**config.mk**
```make
export PLATFORM = sky130hd
export DESIGN_NAME = four_channel_two_stage_averager
export DESIGN_NICKNAME = d
export VERILOG_FILES = /design/src/design/fcta_pkg.sv /design/src/design/fcta_front.sv /design/src/design/fcta_queue.sv /design/src/design/fcta_back.sv /design/src/design/four_channel_two_stage_averager.sv
export SDC_FILE = /design/constraint.sdc
export NUM_CORES = 2
export LEC_CHECK = 0
export BUFFER_PORTS_ARGS = -buffer_cell sky130_fd_sc_hd__buf_2
export CORE_ASPECT_RATIO = 0.5
export CORE_MARGIN = 5
export CORE_UTILIZATION = 55
export CTS_BUF_LIST = sky130_fd_sc_hd__clkbuf_2 sky130_fd_sc_hd__clkbuf_4 sky130_fd_sc_hd__clkbuf_8
export DETAILED_ROUTE_END_ITERATION = 10
export GPL_ROUTABILITY_DRIVEN = 1
export HOLD_SLACK_MARGIN = 0.12
export PLACE_DENSITY = 0.78
export SLEW_MARGIN = 20
export SYNTH_ARGS = -nofsm -noshare
export SYNTH_HDL_FRONTEND = slang
export SYNTH_SLANG_ARGS = --single-unit
```
**constraint.sdc**
```tcl
create_clock -name i_clk -period 14.15 [get_ports i_clk]
set_clock_uncertainty 0.15 [all_clocks]
set_input_delay 4.245 -clock i_clk [delete_from_list [all_inputs] [get_ports i_clk]]
set_output_delay 4.245 -clock i_clk [all_outputs]
set_load 0.03 [all_outputs]
```
**src/design/fcta_pkg.sv**
```systemverilog
`timescale 1ns / 1ps
// ----------------------------------------------------------------------------
// fcta_pkg
// Shared constants, types and the fixed-point readout scale for the
// four-channel two-stage averager.
// ----------------------------------------------------------------------------
package fcta_pkg;

    localparam int NUM_CH    = 4;
    localparam int CH_W      = $clog2(NUM_CH);
    localparam int SMP_W     = 10;
    localparam int SEL_W     = 3;
    localparam int MV_W      = 13;

    // Averaging depth: rounds per block and blocks per ring.
    localparam int BLOCK_LEN = 8;
    localparam int RING_LEN  = 8;

    localparam longint unsigned FULL_CODE = 1023;
    localparam longint unsigned FULL_MV   = 5000;

    localparam int CNT_W = (BLOCK_LEN > 1) ? $clog2(BLOCK_LEN) : 1;
    localparam int POS_W = (RING_LEN > 1) ? $clog2(RING_LEN) : 1;
    localparam int ACC_W = $clog2(FULL_CODE * BLOCK_LEN + 1);

    // Divisor of the mean; also the largest possible ring total.
    localparam longint unsigned DEN = FULL_CODE * BLOCK_LEN * RING_LEN;
    localparam int TOT_W  = $clog2(DEN + 1);

    // total*5000 / DEN as a multiply by a rounded-up reciprocal. With
    // shift S = P_W + ceil(log2 DEN) the floor comes out exact.
    localparam int P_W    = $clog2(DEN * FULL_MV + 1);
    localparam int DEN_LG = $clog2(DEN);
    localparam int SHIFT  = P_W + DEN_LG;
    localparam longint unsigned RECIP = ((64'd1 << SHIFT) + DEN - 1) / DEN;
    localparam int M_W    = P_W + 2;
    localparam int PM_W   = P_W + M_W;
    localparam logic [M_W-1:0]  RECIP_M  = M_W'(RECIP);
    localparam logic [P_W-1:0]  SCALE_MV = P_W'(FULL_MV);
    localparam logic [MV_W-1:0] MAX_MV   = MV_W'(FULL_MV);

    // Queue between front and back.
    localparam int Q_DEPTH = 2;
    localparam int Q_AW    = $clog2(Q_DEPTH);
    localparam int Q_CW    = $clog2(Q_DEPTH + 1);

    typedef enum logic {
        CMD_SAMPLE    = 1'b0,
        CMD_READ_ONLY = 1'b1
    } t_cmd;

    // One classified request as it travels from front to back.
    typedef struct packed {
        logic                              read_only;
        logic                              sel_ok;
        logic [CH_W-1:0]                   sel_idx;
        logic [NUM_CH-1:0][SMP_W-1:0]      samples;
    } t_item;

endpackage

```
**src/design/fcta_front.sv**
```systemverilog
`timescale 1ns / 1ps
// ----------------------------------------------------------------------------
// fcta_front
// Input stage: takes a request, decodes command and select, and hands the
// classified item to the queue.
// ----------------------------------------------------------------------------
module fcta_front
    import fcta_pkg::*;
(
    input  logic               i_clk,
    input  logic               i_rst_n,
    input  logic               i_valid,
    output logic               o_ready,
    input  logic               i_cmd,
    input  logic [SMP_W-1:0]   i_sample_ch0,
    input  logic [SMP_W-1:0]   i_sample_ch1,
    input  logic [SMP_W-1:0]   i_sample_ch2,
    input  logic [SMP_W-1:0]   i_sample_ch3,
    input  logic [SEL_W-1:0]   i_sensor_select,
    output logic               o_q_valid,
    input  logic               i_q_ready,
    output t_item              o_q_item
);

    logic  r_valid;
    t_item r_item;
    t_item n_item;

    always_comb begin
        n_item.read_only  = (t_cmd'(i_cmd) == CMD_READ_ONLY);
        n_item.sel_ok     = (i_sensor_select < SEL_W'(NUM_CH));
        n_item.sel_idx    = i_sensor_select[CH_W-1:0];
        n_item.samples[0] = i_sample_ch0;
        n_item.samples[1] = i_sample_ch1;
        n_item.samples[2] = i_sample_ch2;
        n_item.samples[3] = i_sample_ch3;
    end

    assign o_ready   = !r_valid || i_q_ready;
    assign o_q_valid = r_valid;
    assign o_q_item  = r_item;

    always_ff @(posedge i_clk) begin
        if (!i_rst_n) begin
            r_valid <= 1'b0;
        end else if (o_ready) begin
            r_valid <= i_valid;
        end
    end

    always_ff @(posedge i_clk) begin
        if (o_ready && i_valid) begin
            r_item <= n_item;
        end
    end

endmodule

```
**src/design/fcta_queue.sv**
```systemverilog
`timescale 1ns / 1ps
// ----------------------------------------------------------------------------
// fcta_queue
// Short FIFO of classified items between the front and the back.
// ----------------------------------------------------------------------------
module fcta_queue
    import fcta_pkg::*;
(
    input  logic   i_clk,
    input  logic   i_rst_n,
    input  logic   i_push,
    input  t_item  i_item,
    output logic   o_ready,
    input  logic   i_pop,
    output logic   o_valid,
    output t_item  o_item
);

    t_item            r_mem [Q_DEPTH];
    logic [Q_AW-1:0]  r_wr;
    logic [Q_AW-1:0]  r_rd;
    logic [Q_CW-1:0]  r_cnt;

    assign o_valid = (r_cnt != '0);
    assign o_ready = (r_cnt != Q_CW'(Q_DEPTH));
    assign o_item  = r_mem[r_rd];

    always_ff @(posedge i_clk) begin
        if (!i_rst_n) begin
            r_wr  <= '0;
            r_rd  <= '0;
            r_cnt <= '0;
        end else begin
            if (i_push) begin
                r_wr <= (r_wr == Q_AW'(Q_DEPTH - 1)) ? '0 : r_wr + 1'b1;
            end
            if (i_pop) begin
                r_rd <= (r_rd == Q_AW'(Q_DEPTH - 1)) ? '0 : r_rd + 1'b1;
            end
            r_cnt <= r_cnt + Q_CW'(i_push) - Q_CW'(i_pop);
        end
    end

    always_ff @(posedge i_clk) begin
        if (i_push) begin
            r_mem[r_wr] <= i_item;
        end
    end

endmodule

```
**src/design/fcta_back.sv**
```systemverilog
`timescale 1ns / 1ps
// ----------------------------------------------------------------------------
// fcta_back
// Block/ring update as each item is popped, then a three-stage readout that
// scales the selected ring total to millivolts.
// ----------------------------------------------------------------------------
module fcta_back
    import fcta_pkg::*;
(
    input  logic              i_clk,
    input  logic              i_rst_n,
    input  logic              i_q_valid,
    input  t_item             i_q_item,
    output logic              o_q_pop,
    output logic              o_valid,
    input  logic              i_ready,
    output logic [MV_W-1:0]   o_selected_mv,
    output logic              o_ring_updated
);

    // Averaging state
    logic [ACC_W-1:0] r_acc  [NUM_CH];
    logic [ACC_W-1:0] n_acc  [NUM_CH];
    logic [TOT_W-1:0] r_tot  [NUM_CH];
    logic [TOT_W-1:0] n_tot  [NUM_CH];
    logic [ACC_W-1:0] r_ring [NUM_CH][RING_LEN];
    logic [ACC_W-1:0] acc_sum [NUM_CH];
    logic [CNT_W-1:0] r_cnt, n_cnt;
    logic [POS_W-1:0] r_pos, n_pos;
    logic             block_done;
    logic             ring_wr;

    // Readout pipeline
    logic             r_s1_valid, r_s2_valid, r_s3_valid, r_s4_valid;
    logic             r_s1_upd,   r_s2_upd,   r_s3_upd,   r_s4_upd;
    logic [TOT_W-1:0] r_s1_tot;
    logic [P_W-1:0]   r_s2_p;
    logic [PM_W-1:0]  r_s3_prod;
    logic [MV_W-1:0]  r_s4_mv;
    logic             s1_rdy, s2_rdy, s3_rdy, s4_rdy;
    logic [PM_W-SHIFT-1:0] quot;
    logic [MV_W-1:0]  mv_clamped;

    assign s4_rdy  = !r_s4_valid || i_ready;
    assign s3_rdy  = !r_s3_valid || s4_rdy;
    assign s2_rdy  = !r_s2_valid || s3_rdy;
    assign s1_rdy  = !r_s1_valid || s2_rdy;
    assign o_q_pop = i_q_valid && s1_rdy;

    assign block_done = (r_cnt == CNT_W'(BLOCK_LEN - 1));
    assign ring_wr    = !i_q_item.read_only && block_done;

    always_comb begin
        n_cnt = r_cnt;
        n_pos = r_pos;
        for (int c = 0; c < NUM_CH; c++) begin
            acc_sum[c] = r_acc[c] + ACC_W'(i_q_item.samples[c]);
            n_acc[c]   = r_acc[c];
            n_tot[c]   = r_tot[c];
        end
        if (!i_q_item.read_only) begin
            if (block_done) begin
                n_cnt = '0;
                n_pos = (r_pos == POS_W'(RING_LEN - 1)) ? '0 : r_pos + 1'b1;
                for (int c = 0; c < NUM_CH; c++) begin
                    n_acc[c] = '0;
                    n_tot[c] = r_tot[c] - TOT_W'(r_ring[c][r_pos]) + TOT_W'(acc_sum[c]);
                end
            end else begin
                n_cnt = r_cnt + 1'b1;
                for (int c = 0; c < NUM_CH; c++) begin
                    n_acc[c] = acc_sum[c];
                end
            end
        end
    end

    always_ff @(posedge i_clk) begin
        if (!i_rst_n) begin
            r_cnt <= '0;
            r_pos <= '0;
            for (int c = 0; c < NUM_CH; c++) begin
                r_acc[c] <= '0;
                r_tot[c] <= '0;
                for (int p = 0; p < RING_LEN; p++) begin
                    r_ring[c][p] <= '0;
                end
            end
        end else if (o_q_pop) begin
            r_cnt <= n_cnt;
            r_pos <= n_pos;
            for (int c = 0; c < NUM_CH; c++) begin
                r_acc[c] <= n_acc[c];
                r_tot[c] <= n_tot[c];
                if (ring_wr) begin
                    r_ring[c][r_pos] <= acc_sum[c];
                end
            end
        end
    end

    // Valid bits of the readout stages
    always_ff @(posedge i_clk) begin
        if (!i_rst_n) begin
            r_s1_valid <= 1'b0;
            r_s2_valid <= 1'b0;
            r_s3_valid <= 1'b0;
            r_s4_valid <= 1'b0;
        end else begin
            if (s1_rdy) r_s1_valid <= i_q_valid;
            if (s2_rdy) r_s2_valid <= r_s1_valid;
            if (s3_rdy) r_s3_valid <= r_s2_valid;
            if (s4_rdy) r_s4_valid <= r_s3_valid;
        end
    end

    // Out-of-range select forces a zero total, which reads as 0 mV.
    assign quot       = r_s3_prod[PM_W-1:SHIFT];
    assign mv_clamped = (quot > (PM_W-SHIFT)'(MAX_MV)) ? MAX_MV : quot[MV_W-1:0];

    always_ff @(posedge i_clk) begin
        if (o_q_pop) begin
            r_s1_tot <= i_q_item.sel_ok ? n_tot[i_q_item.sel_idx] : '0;
            r_s1_upd <= ring_wr;
        end
        if (s2_rdy && r_s1_valid) begin
            r_s2_p   <= P_W'(r_s1_tot) * SCALE_MV;
            r_s2_upd <= r_s1_upd;
        end
        if (s3_rdy && r_s2_valid) begin
            r_s3_prod <= PM_W'(r_s2_p) * PM_W'(RECIP_M);
            r_s3_upd  <= r_s2_upd;
        end
        if (s4_rdy && r_s3_valid) begin
            r_s4_mv  <= mv_clamped;
            r_s4_upd <= r_s3_upd;
        end
    end

    assign o_valid        = r_s4_valid;
    assign o_selected_mv  = r_s4_mv;
    assign o_ring_updated = r_s4_upd;

endmodule

```
**src/design/four_channel_two_stage_averager.sv**
```systemverilog
`timescale 1ns / 1ps
// ----------------------------------------------------------------------------
// four_channel_two_stage_averager
// Block average of four range channels followed by a moving sum over the
// last RING_LEN blocks; reports the selected channel's mean in millivolts.
// ----------------------------------------------------------------------------
//  Channel  | Direction | Handshake           | Payload
//  ---------+-----------+---------------------+---------------------------------
//  request  | in        | i_valid / o_ready   | i_cmd, i_sample_ch0..3,
//           |           |                     | i_sensor_select
//  result   | out       | o_valid / i_ready   | o_selected_mv, o_ring_updated
//
//  Throughput: one request per cycle while the result path does not stall;
//  each request yields exactly one result.
//  Path: a request passes the input register, then the queue, update stage,
//  two multiply stages and the output register before its result is valid.
//  Reset (i_rst_n low, synchronous) zeroes accumulators, totals and ring.
//  Front and back stall independently: the 2-entry queue absorbs a stalled
//  result path while the input register keeps taking requests.
// ----------------------------------------------------------------------------
module four_channel_two_stage_averager
    import fcta_pkg::*;
(
    input  logic               i_clk,
    input  logic               i_rst_n,
    // request channel
    input  logic               i_valid,
    output logic               o_ready,
    input  logic               i_cmd,
    input  logic [SMP_W-1:0]   i_sample_ch0,
    input  logic [SMP_W-1:0]   i_sample_ch1,
    input  logic [SMP_W-1:0]   i_sample_ch2,
    input  logic [SMP_W-1:0]   i_sample_ch3,
    input  logic [SEL_W-1:0]   i_sensor_select,
    // result channel
    output logic               o_valid,
    input  logic               i_ready,
    output logic [MV_W-1:0]    o_selected_mv,
    output logic               o_ring_updated
);

    // front -> queue
    logic  fr_valid;
    logic  q_ready;
    t_item fr_item;
    // queue -> back
    logic  q_valid;
    logic  q_pop;
    t_item q_item;

    // Front: registers the request and decodes command and select.
    fcta_front u_front (
        .i_clk           (i_clk),
        .i_rst_n         (i_rst_n),
        .i_valid         (i_valid),
        .o_ready         (o_ready),
        .i_cmd           (i_cmd),
        .i_sample_ch0    (i_sample_ch0),
        .i_sample_ch1    (i_sample_ch1),
        .i_sample_ch2    (i_sample_ch2),
        .i_sample_ch3    (i_sample_ch3),
        .i_sensor_select (i_sensor_select),
        .o_q_valid       (fr_valid),
        .i_q_ready       (q_ready),
        .o_q_item        (fr_item)
    );

    // Decoupling queue; push whenever the front holds an item and there is room.
    fcta_queue u_queue (
        .i_clk   (i_clk),
        .i_rst_n (i_rst_n),
        .i_push  (fr_valid && q_ready),
        .i_item  (fr_item),
        .o_ready (q_ready),
        .i_pop   (q_pop),
        .o_valid (q_valid),
        .o_item  (q_item)
    );

    // Back: state update on pop, then the millivolt readout pipeline.
    fcta_back u_back (
        .i_clk          (i_clk),
        .i_rst_n        (i_rst_n),
        .i_q_valid      (q_valid),
        .i_q_item       (q_item),
        .o_q_pop        (q_pop),
        .o_valid        (o_valid),
        .i_ready        (i_ready),
        .o_selected_mv  (o_selected_mv),
        .o_ring_updated (o_ring_updated)
    );

endmodule

```
# ---- After elaboration in Yosys (flattened, before gate mapping)
# Memories as Yosys holds them, arrays and structs flattened. A register that Yosys moved wholly into a read port is not among the register bits.
# Cells that the tools add are included.
# Widths: inputs -> output; s select.
dict set report word_totals {
  inputBits 48
  n_memories 4
  output_inout_bits 16
  wordCells 967
  register_bits 174
  ramBits 620
}
# name depth width rd rd_clocked_by_memory_dff write_ports line
set mem_list {}
lappend mem_list {u_back.r_ring 4 104 4 0 4 fcta_back.sv:26} ;# logic [ACC_W-1:0] r_ring [NUM_CH][RING_LEN];
lappend mem_list {u_queue.r_mem 2 44 1 1 1 fcta_queue.sv:19} ;# t_item r_mem [Q_DEPTH];
lappend mem_list {u_back.r_tot 4 16 4 0 4 fcta_back.sv:24} ;# logic [TOT_W-1:0] r_tot [NUM_CH];
lappend mem_list {u_back.r_acc 4 13 4 0 4 fcta_back.sv:22} ;# logic [ACC_W-1:0] r_acc [NUM_CH];
dict set report classes {
  n_mux 461
  n_bitwise 427
  add_sub_neg 18
  n_eq_ne 3
  order_cmp 5
  n_reduce_logical 22
  multipliers 2
}
# cell count
set ops {}
lappend ops {{$mux 1} 429}
lappend ops {{$or 1x1->1} 424}
lappend ops {{$mux 13} 13}
lappend ops {{$bmux 13 s3} 4}
lappend ops {{$mux 64} 2}
lappend ops {{$mux 104} 1}
lappend ops {{$mux 52} 2}
lappend ops {{$mux 16} 6}
lappend ops {{$add 16x13->16} 4}
lappend ops {{$sub 16x13->16} 4}
lappend ops {{$mul 26x30->56 const B} 1}
lappend ops {{$add 13x10->13} 4}
lappend ops {{$demux 13 s3} 1}
lappend ops {{$bmux 16 s2} 1}
lappend ops {{$mul 16x10->26 const B} 1}
lappend ops {{$gt 14x13->1 const B} 1}
lappend ops {{$logic_and 1x1->1} 8}
lappend ops {{$add 3x1->3 const B} 2}
lappend ops {{$eq 3x3->1 const B} 2}
lappend ops {{$logic_not 1->1} 6}
lappend ops {{$mux 3} 2}
lappend ops {{$logic_or 1x1->1} 5}
lappend ops {{$ge 4x4->1 const B} 1}
lappend ops {{$lt 4x1->1 const B} 1}
lappend ops {{12 further kinds} 13}

# ---- Logic depth before layout (Yosys ltp)
dict set report logic_depth {
  depth_word 11
  mapped_depth 27
  mapped_depth_nobuf 25
}

# ---- By module
# A second synthesis with hierarchy kept.
dict set report hier_totals {
  hier_cells 3655
  hier_area_um2 40885.5
}
# module seq_area_each_um2 instances area_each_um2 cells_each
set modules_own_cells {}
lappend modules_own_cells {fcta_back 16415.7 1 35891.9 3446}
lappend modules_own_cells {fcta_queue 2742.6 1 3604.7 158}
lappend modules_own_cells {fcta_front 1341.3 1 1382.6 50}
lappend modules_own_cells {four_channel_two_stage_averager 0.0 1 6.3 1}

# ---- Worst setup path before layout
# Ideal clock, no wire load.
dict set report synth_path {
  kind {input to register}
  startpoint {input port i_ready}
  endpoint {memory u_back.r_tot[0][0] (netlist name), enable pin}
  required_ns 13.567
  setup_ns 0.433
  n_path_buf 1
  path_slack_ns 6.407
  t_arrival_ns 7.160
  cell_stages 5
  cell_sequence {nor2b_1 and3_1 a21oi_1 clkbuf_1 nand2b_1}
}
# item line
set synth_lines {}
lappend synth_lines {{start: declaration} four_channel_two_stage_averager.sv:37} ;# input logic i_ready,
lappend synth_lines {{end: declaration} fcta_back.sv:24}

==> flow_summary.rst <==
.. list-table::
   :header-rows: 1

   * - Metric
     - Value
   * - Post-synth top flop
     - sky130_fd_sc_hd__edfxtp_1
   * - Overflow left after global routing
     - 0
   * - Leading area contributor after synthesis
     - sky130_fd_sc_hd__edfxtp_1
   * - Type of the worst setup path
     - flip-flop to flip-flop
   * - Most instantiated library cell after synthesis
     - sky130_fd_sc_hd__edfxtp_1
   * - Detailed-routing iteration count for the pre-antenna-repair pass
     - 7
   * - Antenna-violating nets left
     - 0
   * - Area fraction of the dominant cell type after synthesis
     - 0.406
   * - Worst min-delay path category
     - flip-flop to flip-flop
   * - Average instance area after synthesis
     - 11.1 um^2
   * - Async S/R FF share, synth
     - 0
   * - Seq cells post-synth
     - 753
   * - Total number of vias
     - 28,327
   * - Top area cells in the synthesized netlist
     - sky130_fd_sc_hd__edfxtp_1 41%, sky130_fd_sc_hd__dfxtp_1 11%, sky130_fd_sc_hd__ha_1 9.5%
   * - Critical path capture point type
     - flip-flop
   * - Sort of element at the start of the critical path
     - flip-flop
   * - Number of pins exceeding their max-slew limit in the final report
     - 0
   * - Setup ws final
     - 6.41 ns
   * - Largest net degree at the start of global routing
     - 105
   * - Number of top-level pins
     - 64
   * - Warnings, synthesis
     - 0
   * - Global-route wire length before repair
     - 155,000 um
   * - All-layer global routing usage
     - 0.251
   * - # DRC
     - 0
   * - PostCTS Resize Cnt
     - 0
   * - Estimated wirelength of the detail-placed design
     - 67,800 um
   * - Area growth syn-to-layout
     - 9.03%
   * - Routed length per instance
     - 21.1 um
   * - Endpoint arrival time on the critical path
     - 8.10 ns
   * - Sequential element share of the synthesized area
     - 0.511
   * - Actual transition at the worst max-transition pin
     - 1.13 ns
   * - CTS buffer count
     - 104
   * - Worst Path Required
     - 14.51 ns
   * - Num rows
     - 70
   * - Vertical die dimension
     - 201 um
   * - Run status
     - finished clean
   * - Crit-path slowest cell
     - sky130_fd_sc_hd__xor2_1
   * - Die Footprint
     - 78,700 um^2
   * - Fin nets
     - 4,124
   * - Fin crit share
     - 0.547
   * - Post-synthesis net count
     - 4,073
   * - Initial cell density of the core
     - 0.552
   * - Horizontal die dimension
     - 392 um
   * - Count of final setup violators
     - 0
   * - Detail-routed via count per cell
     - 5.99
   * - Cell type with the highest occurrence count on the critical path
     - sky130_fd_sc_hd__a21oi_1
   * - Place WS
     - 5.69 ns
   * - Synth top cells by count
     - 542 x sky130_fd_sc_hd__edfxtp_1, 303 x sky130_fd_sc_hd__ha_1, 293 x sky130_fd_sc_hd__nor2_1, 271 x sky130_fd_sc_hd__inv_1, 271 x sky130_fd_sc_hd__nand2_1
   * - Number of buffers inserted to repair setup after CTS
     - 0
   * - Max_slew headroom
     - 0.250
   * - Count of distinct cell types in the synthesized netlist
     - 84
   * - Largest incremental delay on the critical path
     - 0.63 ns
   * - Kind of cell with the highest combined delay on the critical path
     - compound AO/OA/AOI/OAI gates
   * - CTS clk-pin slew, worst paths
     - 0.07 ns
   * - Post-detailed-routing wire length
     - 99,500 um
   * - Setup total negative slack
     - 0 ns
   * - Number of failing hold endpoints at the final stage
     - 0
   * - Initial DRC Count
     - 3,214
   * - Hold buffer count at cts
     - 0
   * - Post-Synthesis Cell Area
     - 40,100 um^2
   * - CP Buf/Inv Count
     - 2
   * - Maximum operating frequency
     - 0.129 GHz
   * - Vias in the first global route
     - 27,520
   * - Area of the placeable core
     - 72,600 um^2
   * - Buffer cell driving the clock tree root
     - sky130_fd_sc_hd__clkbuf_8
   * - Count of flip-flops with a built-in enable after synthesis
     - 542
   * - Minimum clock period
     - 7.74 ns
   * - Buffers on Ports
     - 63
   * - Setup repair after global routing missed its margin
     - no
   * - Weighted congestion reported at the end of routability-driven placement
     - 0.920
   * - Share of final-layout standard cells stronger than drive strength 1
     - 0.109
   * - Clock tree sinks
     - 753
   * - Number of antenna violations at the first check in global routing
     - 2
   * - Crit path max fanout
     - 39
   * - CTS H-tree lvls
     - 3
   * - Number of violations of the max-capacitance limit
     - 0
   * - Number of buffers between clock root and the deepest sink
     - 3
   * - Gate count after technology mapping
     - 3,616
   * - TritonCTS clock tree
     - built
   * - Clock insertion delay at the later pin of the skew report
     - 0.81 ns
==> cell type report <==
cell class / instances / area, um^2
fill: 5754 / 28900
sequential: 753 / 20500
multi-input combinational: 2414 / 18000
clock buffer: 149 / 1910
tap: 972 / 1220
inverter: 272 / 1020
timing repair buffer: 122 / 764
clock inverter: 42 / 302
antenna: 2 / 5.00
==> worst register-to-register path: stages, from the launching register on <==
cell	delay [ns]
sky130_fd_sc_hd__dfxtp_2	0.60
sky130_fd_sc_hd__buf_4	0.53
sky130_fd_sc_hd__mux2_2	0.45
sky130_fd_sc_hd__ha_1	0.24
sky130_fd_sc_hd__fa_1	0.44
sky130_fd_sc_hd__a21o_1	0.20
sky130_fd_sc_hd__a21oi_1	0.26
sky130_fd_sc_hd__o21bai_1	0.11
sky130_fd_sc_hd__a21oi_1	0.24
sky130_fd_sc_hd__o21bai_1	0.11
sky130_fd_sc_hd__a21oi_2	0.21
sky130_fd_sc_hd__o21bai_1	0.09
sky130_fd_sc_hd__a21oi_1	0.18
sky130_fd_sc_hd__xor2_1	0.63
sky130_fd_sc_hd__inv_1	0.31
sky130_fd_sc_hd__fa_1	0.56
sky130_fd_sc_hd__ha_1	0.38
sky130_fd_sc_hd__nand4_1	0.18
sky130_fd_sc_hd__nor2_1	0.07
sky130_fd_sc_hd__a211oi_2	0.27
sky130_fd_sc_hd__o211ai_1	0.19
sky130_fd_sc_hd__a41oi_2	0.28
sky130_fd_sc_hd__mux2i_1	0.26
sky130_fd_sc_hd__xnor2_1	0.18
sky130_fd_sc_hd__o32ai_1	0.16
sky130_fd_sc_hd__a21oi_1	0.14
sky130_fd_sc_hd__o21ai_1	0.08
==> cell usage in the layout, fill, tap and decap left out, types with 126 or more instances in the layout <==
cell and n:
sky130_fd_sc_hd__a21oi_1 146, sky130_fd_sc_hd__clkbuf_8 126, sky130_fd_sc_hd__dfxtp_1 210, sky130_fd_sc_hd__edfxtp_1 542
sky130_fd_sc_hd__ha_1 303, sky130_fd_sc_hd__inv_1 271, sky130_fd_sc_hd__nand2_1 261, sky130_fd_sc_hd__nand3_1 155
sky130_fd_sc_hd__nor2_1 289, sky130_fd_sc_hd__o21ai_0 193
==> worst paths after layout <==
path | slack, ns | cells after the start | from | end
setup reg to reg | 6.41 | 26 | flip-flop | u_back.r_s1_tot[15]
setup / recovery | 6.41 | 26 | flip-flop | u_back.r_s1_tot[15]
hold / removal | 0.25 | 0 | u_back.r_s2_upd | u_back.r_s3_upd
hold reg to reg | 0.25 | 0 | u_back.r_s2_upd | u_back.r_s3_upd
==> per-stage QoR <==
step	instances	hold WS, ns	cell area, um^2	util
6_report	4726	0.253	43700	0.602
5_1_grt	4726	0.261	43700	0.602
4_1_cts	4724	0.245	43700	0.602
3_5_place_dp	4533	0.257	41500	0.571
3_3_place_gp	4533	0.255	41500	0.571
2_1_floorplan	3616	0.250	40100	-
==> sequential cells by signal, summed over array words and instances (netlist names), 2 cells and up, named ones only <==
signal	flops
u_front.o_q_item	44
u_back.r_s2_p	26
u_back.r_s3_prod	14
u_back.o_selected_mv	13
u_back.r_pos	3
u_queue.r_mem	88
u_back.r_cnt	3
u_back.r_s1_tot	16
u_back.r_ring	416
u_queue.r_cnt	2
u_back.r_acc	52
u_back.r_tot	64
==> cells by family (layout without fill, tap and decap cells) <==
logic type	after synthesis	in the layout	synth area share
compound gates	830	830	0.141
xor+xnor	106	106	0.0235
fa+ha+maj	409	409	0.147
buf+inv	449	585	0.0426
flops	753	753	0.511
mux	60	60	0.0163
other cells	0	2	0
simple gates	1009	1009	0.117
==> per-layer routing <==
layer / share of wire / global-route usage
met1: 0.43 / 0.361
met2: 0.43 / 0.371
met3: 0.12 / 0.0771
met4: 0.020 / 0.0642
met5: 0 / 0
Power is left out: the tool's default activity adds up to more than one toggle a clock period on the data nets, which glitch-free logic cannot reach.
